### src/hw/rtl/cna_pkg.sv
// Shared types and codes for the complex number ALU.
// No dependencies.
package cna_pkg;

    localparam int FIELD_BITS = 32;
    localparam int MODE_BITS  = 3;

    localparam logic [MODE_BITS-1:0] MODE_ADD  = 3'd0;
    localparam logic [MODE_BITS-1:0] MODE_SUB  = 3'd1;
    localparam logic [MODE_BITS-1:0] MODE_MUL  = 3'd2;
    localparam logic [MODE_BITS-1:0] MODE_DIV  = 3'd3;
    localparam logic [MODE_BITS-1:0] MODE_CONJ = 3'd4;
    localparam logic [MODE_BITS-1:0] MODE_MOD  = 3'd5;

    // Class tags set by the front end, used by the back end to pick a path
    typedef struct packed {
        logic div;    // divide with nonzero divisor
        logic sqrt;   // modulus
        logic dz;     // divide by zero
    } t_cls;

    localparam int CLS_BITS = $bits(t_cls);

    typedef enum logic [2:0] {
        E_IDLE,
        E_DIV_CHK,
        E_DIV_RUN,
        E_SQRT_RUN,
        E_FIN
    } t_exec_state;

endpackage

### src/hw/rtl/cna_front.sv
// Front end: takes requests, narrows operands to the word format, tags the class.
// Depends on cna_pkg.
module cna_front import cna_pkg::*; #(
    parameter int WORD_BITS = 32
) (
    input  logic                                   i_push,
    input  logic                                   i_q_full,
    input  logic [MODE_BITS-1:0]                   i_mode,
    input  logic signed [FIELD_BITS-1:0]           i_a_re,
    input  logic signed [FIELD_BITS-1:0]           i_a_im,
    input  logic signed [FIELD_BITS-1:0]           i_b_re,
    input  logic signed [FIELD_BITS-1:0]           i_b_im,
    output logic                                   o_q_wr,
    output logic [MODE_BITS+CLS_BITS+4*WORD_BITS-1:0] o_q_item
);
    logic signed [WORD_BITS-1:0] ar, ai, br, bi;
    logic                        b_zero;
    t_cls                        cls;

    // sign-extend or truncate to the word
    assign ar = WORD_BITS'(i_a_re);
    assign ai = WORD_BITS'(i_a_im);
    assign br = WORD_BITS'(i_b_re);
    assign bi = WORD_BITS'(i_b_im);

    assign b_zero = (br == '0) && (bi == '0);

    always_comb begin
        cls      = '0;
        cls.div  = (i_mode == MODE_DIV) && !b_zero;
        cls.dz   = (i_mode == MODE_DIV) && b_zero;
        cls.sqrt = (i_mode == MODE_MOD);
    end

    assign o_q_wr   = i_push && !i_q_full;
    assign o_q_item = {i_mode, cls, ar, ai, br, bi};

endmodule

### config.mk
export PLATFORM = sky130hd
export DESIGN_NAME = cna_front
export DESIGN_NICKNAME = d
export VERILOG_FILES = /design/src/hw/rtl/cna_pkg.sv /design/src/hw/rtl/cna_front.sv
export SDC_FILE = /design/constraint.sdc
export NUM_CORES = 1
export LEC_CHECK = 0
export ABC_AREA = 1
export BUFFER_PORTS_ARGS = -buffer_cell sky130_fd_sc_hd__buf_2
export CAP_MARGIN = 20
export CORE_AREA = 2 2 104 106
export DETAILED_ROUTE_END_ITERATION = 10
export DIE_AREA = 0 0 106 108
export REMOVE_ABC_BUFFERS = 1
export SETUP_SLACK_MARGIN = 0.02
export SKIP_LAST_GASP = 1
export SYNTH_ARGS = -nofsm -noshare
export SYNTH_HDL_FRONTEND = slang
export SYNTH_SLANG_ARGS = --single-unit
### constraint.sdc
create_clock -name vclk -period 0.99
set_input_delay 0.0495 -clock vclk [all_inputs]
set_output_delay 0.0495 -clock vclk [all_outputs]
set_load 0.01 [all_outputs]
Word-level counts from Yosys, hierarchy flattened
Index checks and enable logic that the tools add are counted.
{ "classes": {"n_eq_ne": 2, "reduce_logical": 8} }
{ "op_table": {"columns": ["op", "n"], "rows": [
  ["zero test 32 bit", 2],
  ["logical AND 1 bit", 4],
  ["equality test 3 x 2 -> 1 bit, second input constant", 1],
  ["equality test 3 bit, second input constant", 1],
  ["zero test 1 bit", 2]
]} }
{ "totals": {"ff_bits": 0, "output_inout_bits": 135, "word_cells": 10, "input_bits": 133} }

Longest topological paths before layout
{ "logic_depth": {"word_depth": 4, "depth_mapped": 7, "mapped_depth_nobuf": 7} }

Worst setup path after synthesis
Ideal clock, no wire load.
{ "synth_timing": {"path_type": "input-to-output", "from": "in i_b_re[1]", "to": "out o_q_item[128]", "t_arrival_ns": 0.622, "n_path_buf": 0, "slack_ns": 0.318, "cell_stages": 7, "cell_sequence": "nor2_1 > nand2_1 > nor2_1 > nand2_1 > nor2_2 > nand2_1 > nor2_2"} }
{ "synth_via": {"elab_chain_cells": 3} }
{ "synth_rtl": {"columns": ["item", "line_no", "source"], "rows": [
  ["start: declaration", "cna_front.sv:11", "input logic signed [FIELD_BITS-1:0] i_b_re,"],
  ["zero test 32 bit", "cna_front.sv:26", "assign b_zero = (br == '0) && (bi == '0);"],
  ["logical AND 1 bit", "cna_front.sv:26", null],
  ["logical AND 1 bit", "cna_front.sv:31", "cls.dz = (i_mode == MODE_DIV) && b_zero;"],
  ["end: declaration", "cna_front.sv:14", "output logic [MODE_BITS+CLS_BITS+4*WORD_BITS-1:0] o_q_item"]
]} }
Every way passes these cells.

Worst setup path in the final report
{ "layout_timing": {"from": "in i_b_re[15]", "to": "out o_q_item[128]"} }
Same word-level chain as after synthesis.

==> run metrics <==
share of the synthesized area in the top cell type 78.13%; Slew Limit Fails 0; Max Clk Rate 1.017 GHz; vias in the first global route 1150; io pins 268; Min Hold Slack 0.09901 ns; Routed Antenna Nets 0; num sequential 0; CLK BUF 0; crit path max-delay cell type buf_2; multi-input logic area 369.1 um2; die area 11450 um2; core box area 10230 um2; initial antenna violation count 0; global-route wire length before repair 11470 um; Post-route DRC 0; First-pass DRT Iterations 3; Worst path top cell family by delay simple AND/OR/NAND/NOR gates; Sequential Area 0 um2; routed wire length 9736 um; largest net degree at the start of global routing 4; Synth area leader buf_4; final period utilization 99.33%; CP Capture Type output pin; WP data required 0.94 ns; Hold-fix buffers, CTS 0; relative slew slack 84.72%; Worst path max stage delay 0.14 ns; pwr dens 394.2 nW/um2; die height 108 um; maximum fanout along the worst path 2; port bufs 140; Min-Delay Path Class primary input to output pin; Antenna Cells 0; share of cells above drive strength 1 79.91%; Placer Congestion 0.9079; total global routing overflow 0; worst-margin pin slew 0.2285 ns; outcome finished, final reports clean; Mean Syn Cell Area 6.262 um2; Mapped Cells 201; Cell variety after synth 7; 1st-iter DRT viols 16; Area contributors post-synth buf_4 (78%), nor2_1 (13%), nand2_1 (6.6%), nor2_2 (1.5%), nand3b_1 (0.60%); die width 106 um; Leakage 0.7650 nW; crit-path cells buf_6 -> nor2_4 -> nand2_1 -> nor2_4 -> nand2_2 -> nor2_2 -> nand2_1 -> nor2_2 -> buf_2; hpwl dp 9175 um; startpoint types primary input; Min Clock Period, post-route 0.9834 ns; Yosys warning count 0; VDD IR-drop max 0.00009559 V; commonest non-fill, non-tap cells in the layout buf_2 (110), buf_6 (29), nor2_1 (22); via count 1196; max_cap viols 0; RSZ-0062 raised after global routing yes; sequential element share of the synthesized area 0%; WS Path Type primary input to output pin; DR WL/cell 27.43 um; setup violators final 0; Fin. Hold Viols 0; layout net count 354; WP buf/inv 2; initial cell density of the core 12.30%; Cell Rows 37; Fillers 1178; commonest non-fill, non-tap cell in the layout buf_2; total power draw 0.0005923 W; via density per instance 3.369; Global Route Usage Sum 15.73%; Layout area overhead 19.38%; cell area after synthesis 1259 um2; crit path DAT 0.93 ns
==> metrics by stage <==
step / worst slack [ns] / util (%) / setup TNS [ns] / instances / instance area [um2]
finish: 0.006595 / 14.69 / 0 / 355 / 1503
global route: -0.1096 / 14.69 / -0.1157 / 355 / 1503
CTS: -0.03329 / 13.43 / -0.03329 / 355 / 1374
detailed placement: -0.1228 / 11.79 / -0.1717 / 354 / 1206
global placement: -0.1367 / 11.79 / -0.1984 / 354 / 1206
floorplan: 0.3182 / - / 0 / 70 / 275.3
==> area by class of cell <==
| cell class | instances | area share, % |
|---|---|---|
| inverters | 1 | 0.2498 |
| multi-input cells | 69 | 24.56 |
| well taps | 136 | 11.32 |
| repair buffers | 149 | 63.86 |
==> Yosys cell counts <==
cell / number
buf_4: 131
nor2_1: 42
nand2_1: 22
nor2_2: 3
a21oi_1: 1
inv_1: 1
nand3b_1: 1
==> per-layer routing <==
layer / global-route usage [%] / wire length [um]
met1: 9.704 / 2161
met3: 24.83 / 3243
met4: 0.3759 / 28
met5: 8.036 / 86
met2: 24.79 / 4216
==> power breakdown <==
part	leakage, nW	internal [W]	switching [W]
sequential	0	0	0
clock	0	0	0
combinational	0.765	0.000323	0.000269
total	0.765	0.000323	0.000269
==> what timing repair did <==
action                                  4_1_cts  5_1_grt
resized for setup                            36       28
pin swaps                                    44       21
buffers inserted                              1        0
endpoints found under the setup margin        2        2
==> logic make-up after synthesis <==
kind of cell	after synthesis	share of synthesized area, %
buffers and inverters	132	78.43
and+or+nand+nor	68	21.17
AOI/OAI and AO/OA	1	0.3972
==> final timing paths <==
path        from            end  cells past startpoint  slack [ns]
min   i_a_re[13]  o_q_item[109]                      0         0.1
max   i_b_re[15]  o_q_item[128]                      9       0.007
(Power assumes the default switching activity.)
