**config.mk**
```make
export PLATFORM = sky130hd
export DESIGN_NAME = cna_fifo
export DESIGN_NICKNAME = d
export VERILOG_FILES = /design/src/hw/rtl/cna_fifo.sv
export SDC_FILE = /design/constraint.sdc
export NUM_CORES = 1
export LEC_CHECK = 0
export BUFFER_PORTS_ARGS = -buffer_cell sky130_fd_sc_hd__buf_4
export CAP_MARGIN = 20
export CORE_UTILIZATION = 50
export CTS_BUF_LIST = sky130_fd_sc_hd__clkbuf_8
export DETAILED_ROUTE_END_ITERATION = 8
export PLACE_DENSITY = 0.76
export RECOVER_POWER = 25
export SLEW_MARGIN = 40
export SYNTH_ARGS = -nofsm -noshare
export SYNTH_HDL_FRONTEND = slang
export SYNTH_SLANG_ARGS = --single-unit
```
**constraint.sdc**
```tcl
create_clock -name i_clk -period 3.4 [get_ports i_clk]
set_input_delay 0.17 -clock i_clk [delete_from_list [all_inputs] [get_ports i_clk]]
set_output_delay 0.17 -clock i_clk [all_outputs]
set_load 0.1 [all_outputs]
```
**src/hw/rtl/cna_fifo.sv**
```systemverilog
// Small synchronous queue, registers only.
// Depends on nothing but its parameters.
module cna_fifo #(
    parameter int WIDTH = 8,
    parameter int DEPTH = 4
) (
    input  logic             i_clk,
    input  logic             i_rst_n,
    input  logic             i_wr,
    input  logic [WIDTH-1:0] i_wdata,
    input  logic             i_rd,
    output logic [WIDTH-1:0] o_rdata,
    output logic             o_full,
    output logic             o_empty
);
    localparam int AW = (DEPTH > 1) ? $clog2(DEPTH) : 1;

    logic [WIDTH-1:0] r_mem [DEPTH];
    logic [AW-1:0]    r_wp;
    logic [AW-1:0]    r_rp;
    logic [AW:0]      r_cnt;
    logic             wr_en;
    logic             rd_en;

    assign o_full  = (r_cnt == (AW+1)'(DEPTH));
    assign o_empty = (r_cnt == '0);
    assign wr_en   = i_wr && !o_full;
    assign rd_en   = i_rd && !o_empty;
    assign o_rdata = r_mem[r_rp];

    always_ff @(posedge i_clk) begin
        if (wr_en) begin
            r_mem[r_wp] <= i_wdata;
        end
    end

    always_ff @(posedge i_clk) begin
        if (!i_rst_n) begin
            r_wp  <= '0;
            r_rp  <= '0;
            r_cnt <= '0;
        end else begin
            if (wr_en) begin
                r_wp <= (r_wp == AW'(DEPTH-1)) ? '0 : r_wp + AW'(1);
            end
            if (rd_en) begin
                r_rp <= (r_rp == AW'(DEPTH-1)) ? '0 : r_rp + AW'(1);
            end
            if (wr_en && !rd_en) begin
                r_cnt <= r_cnt + (AW+1)'(1);
            end else if (rd_en && !wr_en) begin
                r_cnt <= r_cnt - (AW+1)'(1);
            end
        end
    end

    a_cnt_bound: assert property (@(posedge i_clk) disable iff (!i_rst_n)
        r_cnt <= (AW+1)'(DEPTH))
        else $error("queue count beyond depth");

    a_cnt_up: assert property (@(posedge i_clk) disable iff (!i_rst_n)
        (wr_en && !rd_en) |=> (r_cnt == $past(r_cnt) + (AW+1)'(1)))
        else $error("queue count missed a write");

    a_cnt_dn: assert property (@(posedge i_clk) disable iff (!i_rst_n)
        (rd_en && !wr_en) |=> (r_cnt == $past(r_cnt) - (AW+1)'(1)))
        else $error("queue count missed a read");

endmodule

```
# Yosys cells after proc, flatten, opt, wreduce, memory -nomap -nowiden
# Memory sizes are Yosys's and may differ from the RTL's. A register that Yosys moved wholly into a read port is not among the register bits.
# Index checks and enable logic that the tools add are counted.
# classes
n_mux	8
reduce_logical	10
n_addsub	4
eq_ne	3
# op_table
cell	n
2-bit 2-to-1 mux	4
3-bit 2-to-1 mux	2
2-bit by 1-bit adder with 2-bit output, second input constant	2
2-bit == test, second input constant	2
1-bit logical AND	4
1-bit logical NOT	4
3-bit by 1-bit adder with 3-bit output, second input constant	1
3-bit == test, second input constant	1
3-bit logical NOT	1
3-bit by 1-bit subtractor with 3-bit output, second input constant	1
1-bit 2-to-1 mux	2
2-bit nonzero test	1
# totals
input_bits	12
regBits	7
output_inout_bits	10
elab_cells	29
n_memories	1
mem_bits_rw	32
# memory_table
name	words	word_bits	rd	rd_ports_with_merged_regs	wr	line	text
r_mem	4	8	1	1	1	18	logic [WIDTH-1:0] r_mem [DEPTH];

# Logic depth before layout (Yosys ltp)
# depth
depth_word	7
ltp_mapped	9
ltp_nobuf	8

# Worst setup path before layout
# No wires, ideal clock.
# synth_timing
path_type	register -> register
from	register r_cnt[1]
to	register r_cnt[2]
setup_time_ns	0.076
synth_period_minus_slack_ns	2.905
t_arrival_ns	2.830
setup_slack_ns	0.495
path_buffers	1
stages_incl_launch_ff	10
required_ns	3.324
cell_sequence	dfxtp_1 -> nor3b_2 -> nor2b_1 -> buf_2 -> ha_1 -> inv_1 -> fa_1 -> xor2_1 -> or3_1 -> a21boi_0
# synth_via
elab_chain_cells	6
word_cells_on_any_way	15
classes_between	2 x add/sub; 1 x eq/ne; 2 x mux; 10 x reduce/logical
# synth_rtl
item	line	text
start: declaration	21	logic [AW:0] r_cnt;
start signal: assignment	50	r_cnt <= r_cnt + (AW+1)'(1);
start signal: assignment	52	r_cnt <= r_cnt - (AW+1)'(1);
3-bit == test (*)	25	assign o_full = (r_cnt == (AW+1)'(DEPTH));
named net o_full	13	output logic o_full,
1-bit logical NOT (*)	27	assign wr_en = i_wr && !o_full;
1-bit logical AND (*)	27	
named net wr_en	22	logic wr_en;
1-bit logical NOT	51	end else if (rd_en && !wr_en) begin
1-bit logical AND	51	
2-bit nonzero test (no line)	--	
# Mark *: on every way through the listed nets, which the timed path passes. The rest lies on a longest branch. The select of a mux whose other input is x is not followed.
# A chain may end at the register's enable or synchronous reset.

# Worst setup path in the final report
# layout_timing
from	register r_cnt[0]
to	register r_cnt[2]
# layout_via
elab_chain_cells	6
word_cells_on_any_way	15
classes_between	2 x add/sub; 1 x eq/ne; 2 x mux; 10 x reduce/logical
# layout_rtl
item
branches (longest 6 deep; another with 3-bit by 1-bit subtractor with 3-bit output)
# Parallel ways; which one is timed is not known. The select of a mux whose other input is x is not followed.

==> reports/results.ini <==
[finish]
multi_input_area_um2 = 460
syn2layout_area_growth_pct = 16.8
nFillCells = 244
fin_util = 0.619
finalNetCount = 136
fin_area_um2 = 1900
drive_above_1_share = 0.271
final_cell_mix = edfxtp_1 (32), buf_4 (15), dfxtp_1 (9)
final-seq-area_um2 = 1140
final_common_cell = edfxtp_1
diodes = 0

[route]
drtIter0Drc = 30
avgRoutedWirePerCell_um = 15.5
via_per_inst = 5.07
detail-route-antenna-nets = 0
post-route-drc-count = 0
routed_wl_um = 2520
first_pass_iters = 4
via_count = 822

[clocking]
post_cts_buffers = 0
cts_tree = built
cts_made_buffers = 5
clk_latency_ps = 280
htree_levels = 2
post_cts_resized = 0
holdBufCountCts = 0
cts-root-buf = clkbuf_8
clkSinkCount = 41
path_clk_slew_ps = 70
clockBufferDepth = 2

[sta]
fin_skew_ps = 1.24
timing.final.hold_violations = 0
period_minus_slack_ps = 2390
tns_ps = 0
period_share = 0.702
max_slew_margin = 0.614
slew_viol_final = 0
fmax_ghz = 0.419
tightestPinTransition_ps = 573
rsz0062_at_grt = false
finalSetupViolations = 0

[critical_path]
worstSetupEndpointType = flop
r2r_setup_slack_ps = 1010
rr_startpoint = r_cnt[0]$_SDFFE_PN0P_
critPathArrivalTime_ps = 2580
r2r_cells = 7
rr_endpoint = r_cnt[2]$_SDFFE_PN0P_
cp_data_required_time_ps = 3590
worstSetupPathType = reg -> reg
crit_fanout = 5
worstSetupStartpointType = flop

[grt]
antenna_found_initial = 0
grt_overflow = 0
grt_use_total = 0.176
grt_pass1_vias = 867
grt_first_pass_wirelength_um = 4080
grt_max_degree = 13

[die]
num_rows = 20
die_h_um = 59.1
top_level_ports = 22
start_util = 0.530
dieArea_um2 = 3490
fp.coreArea_um2 = 3080
die_w_um = 59.1

[place]
place_area_um2 = 1830
port_buffers = 21
gp_congestion = 0.704
hpwlAfterDp_um = 1790

[power]
p_sw_frac = 0.425
p_sw_w = 0.000740
finalPower_w = 0.00174
p_int_w = 0.00100
max-vdd-ir-drop_mv = 0.378
power_frac_clock = 0.192
p_per_area_nw_per_um2 = 915
seqPwrFrac = 0.392
leakage_nw = 0.682
p_comb_frac = 0.416

[logic_synthesis]
syn_inst = 93
synth_area_leaders = edfxtp_1 (59%), dfxtp_1 (11%), mux4_2 (11%)
syn_nets = 112
muxShareOfSynthArea = 0.129
synthAdderAreaFrac = 0.0583
yosysTopAreaCellShare = 0.589
synth_top_family_by_area = multiplexers
yosys_warnings = 0
ys_ff_latch = 41
synth_compound_gate_area_share = 0.0184
synthXorXnorAreaFrac = 0.0107
synth-simple-area-share = 0.0660
synth_area_um2 = 1630
synth_largest_area_cell = edfxtp_1
yosysSeqAreaShare = 0.700
ys_types = 23
postSynthAreaPerCell_um2 = 17.5

[min_path]
hp-start = i_wdata[2]
hp-class = in -> reg
holdPathEnd = r_mem[2][2]$_DFFE_PP_
hold_path_depth = 1

[outcome]
status = finished clean

[run]
maxCapViolCount = 0

-- state kept, by name, indices dropped and copies added (netlist names), named ones only --
name / flops
r_wp: 2
r_mem: 32
r_cnt: 3
r_rp: 2
-- worst max path at each step --
| stage | startpoint | to | slack (ps) | depth (start not counted) |
|---|---|---|---|---|
| floorplan | r_cnt[1]$_SDFFE_PN0P_ | r_cnt[2]$_SDFFE_PN0P_ | 490 | 9 |
| global placement | r_cnt[0]$_SDFFE_PN0P_ | r_cnt[2]$_SDFFE_PN0P_ | 1200 | 8 |
| detailed placement | r_cnt[0]$_SDFFE_PN0P_ | r_cnt[2]$_SDFFE_PN0P_ | 1000 | 8 |
| CTS | r_cnt[0]$_SDFFE_PN0P_ | r_cnt[2]$_SDFFE_PN0P_ | 990 | 8 |
| global route | r_cnt[0]$_SDFFE_PN0P_ | r_cnt[2]$_SDFFE_PN0P_ | 810 | 8 |
| finish | r_cnt[0]$_SDFFE_PN0P_ | r_cnt[2]$_SDFFE_PN0P_ | 1010 | 7 |
-- through the flow --
| step | hold WS [ps] | worst slack (ps) | instances |
|---|---|---|---|
| global route | 84.2 | 807 | 162 |
| finish | 92.2 | 1010 | 162 |
| global placement | 370 | 1200 | 154 |
| detailed placement | 378 | 1000 | 154 |
| floorplan | 269 | 495 | 93 |
| CTS | 78.5 | 987 | 162 |
-- cells by family (layout without fill, tap and decap cells) --
family                     Yosys count  in the layout
DFF                                 41             41
and+or+nand+nor                     20             20
muxes                               11             11
adders and majority gates            7              7
buffers and inverters                7             32
AOI/OAI and AO/OA                    5              5
xor gates and xnor gates             2              2
-- cell type report --
| type | count | area share |
|---|---|---|
| Tap cell | 44 | 0.0289 |
| Clock inverter | 1 | 0.00263 |
| Timing Repair Buffer | 21 | 0.0710 |
| Inverter | 3 | 0.00591 |
| Clock buffer | 7 | 0.0506 |
| Multi-Input combinational cell | 45 | 0.242 |
| Sequential cell | 41 | 0.599 |
-- power groups by stage --
stage	registers (W)	logic, W	clock network (W)
after global placement	0.000691	0.000719	0
after global routing	0.000698	0.000765	0.000366
after detailed placement	0.000698	0.000734	0
after floorplan	0.000657	0.000628	0
final	0.000682	0.000725	0.000334
after CTS	0.000686	0.000735	0.000345
-- critical path, cell delays in order (launching register included) --
cell,delay (ps)
dfxtp_1,380
o31ai_1,540
ha_1,290
inv_1,60
fa_1,370
xor2_1,160
or3_1,290
a21boi_0,210
-- cell usage after synthesis --
cell type   n
mux4_2      8
edfxtp_1   32
xnor2_1     1
or3_1       1
nor3b_2     1
fa_1        1
buf_2       2
nor2b_1     2
buf_1       1
and2_1      5
o21ai_0     3
nand3_1     2
dfxtp_1     9
nor3_1      1
ha_1        6
inv_1       3
a21boi_0    1
mux2i_1     3
o31ai_1     1
xor2_1      1
clkbuf_1    1
nor2_1      2
nand2_1     6
-- metal layers --
layer,vias up,global-route usage,share of wire
li1,393,-,-
met1,409,0.197,0.40
met2,16,0.302,0.55
met3,4,0.0480,0.029
met4,0,0.102,0.015
met5,-,0,0
Power figures use the tool's default switching activity.
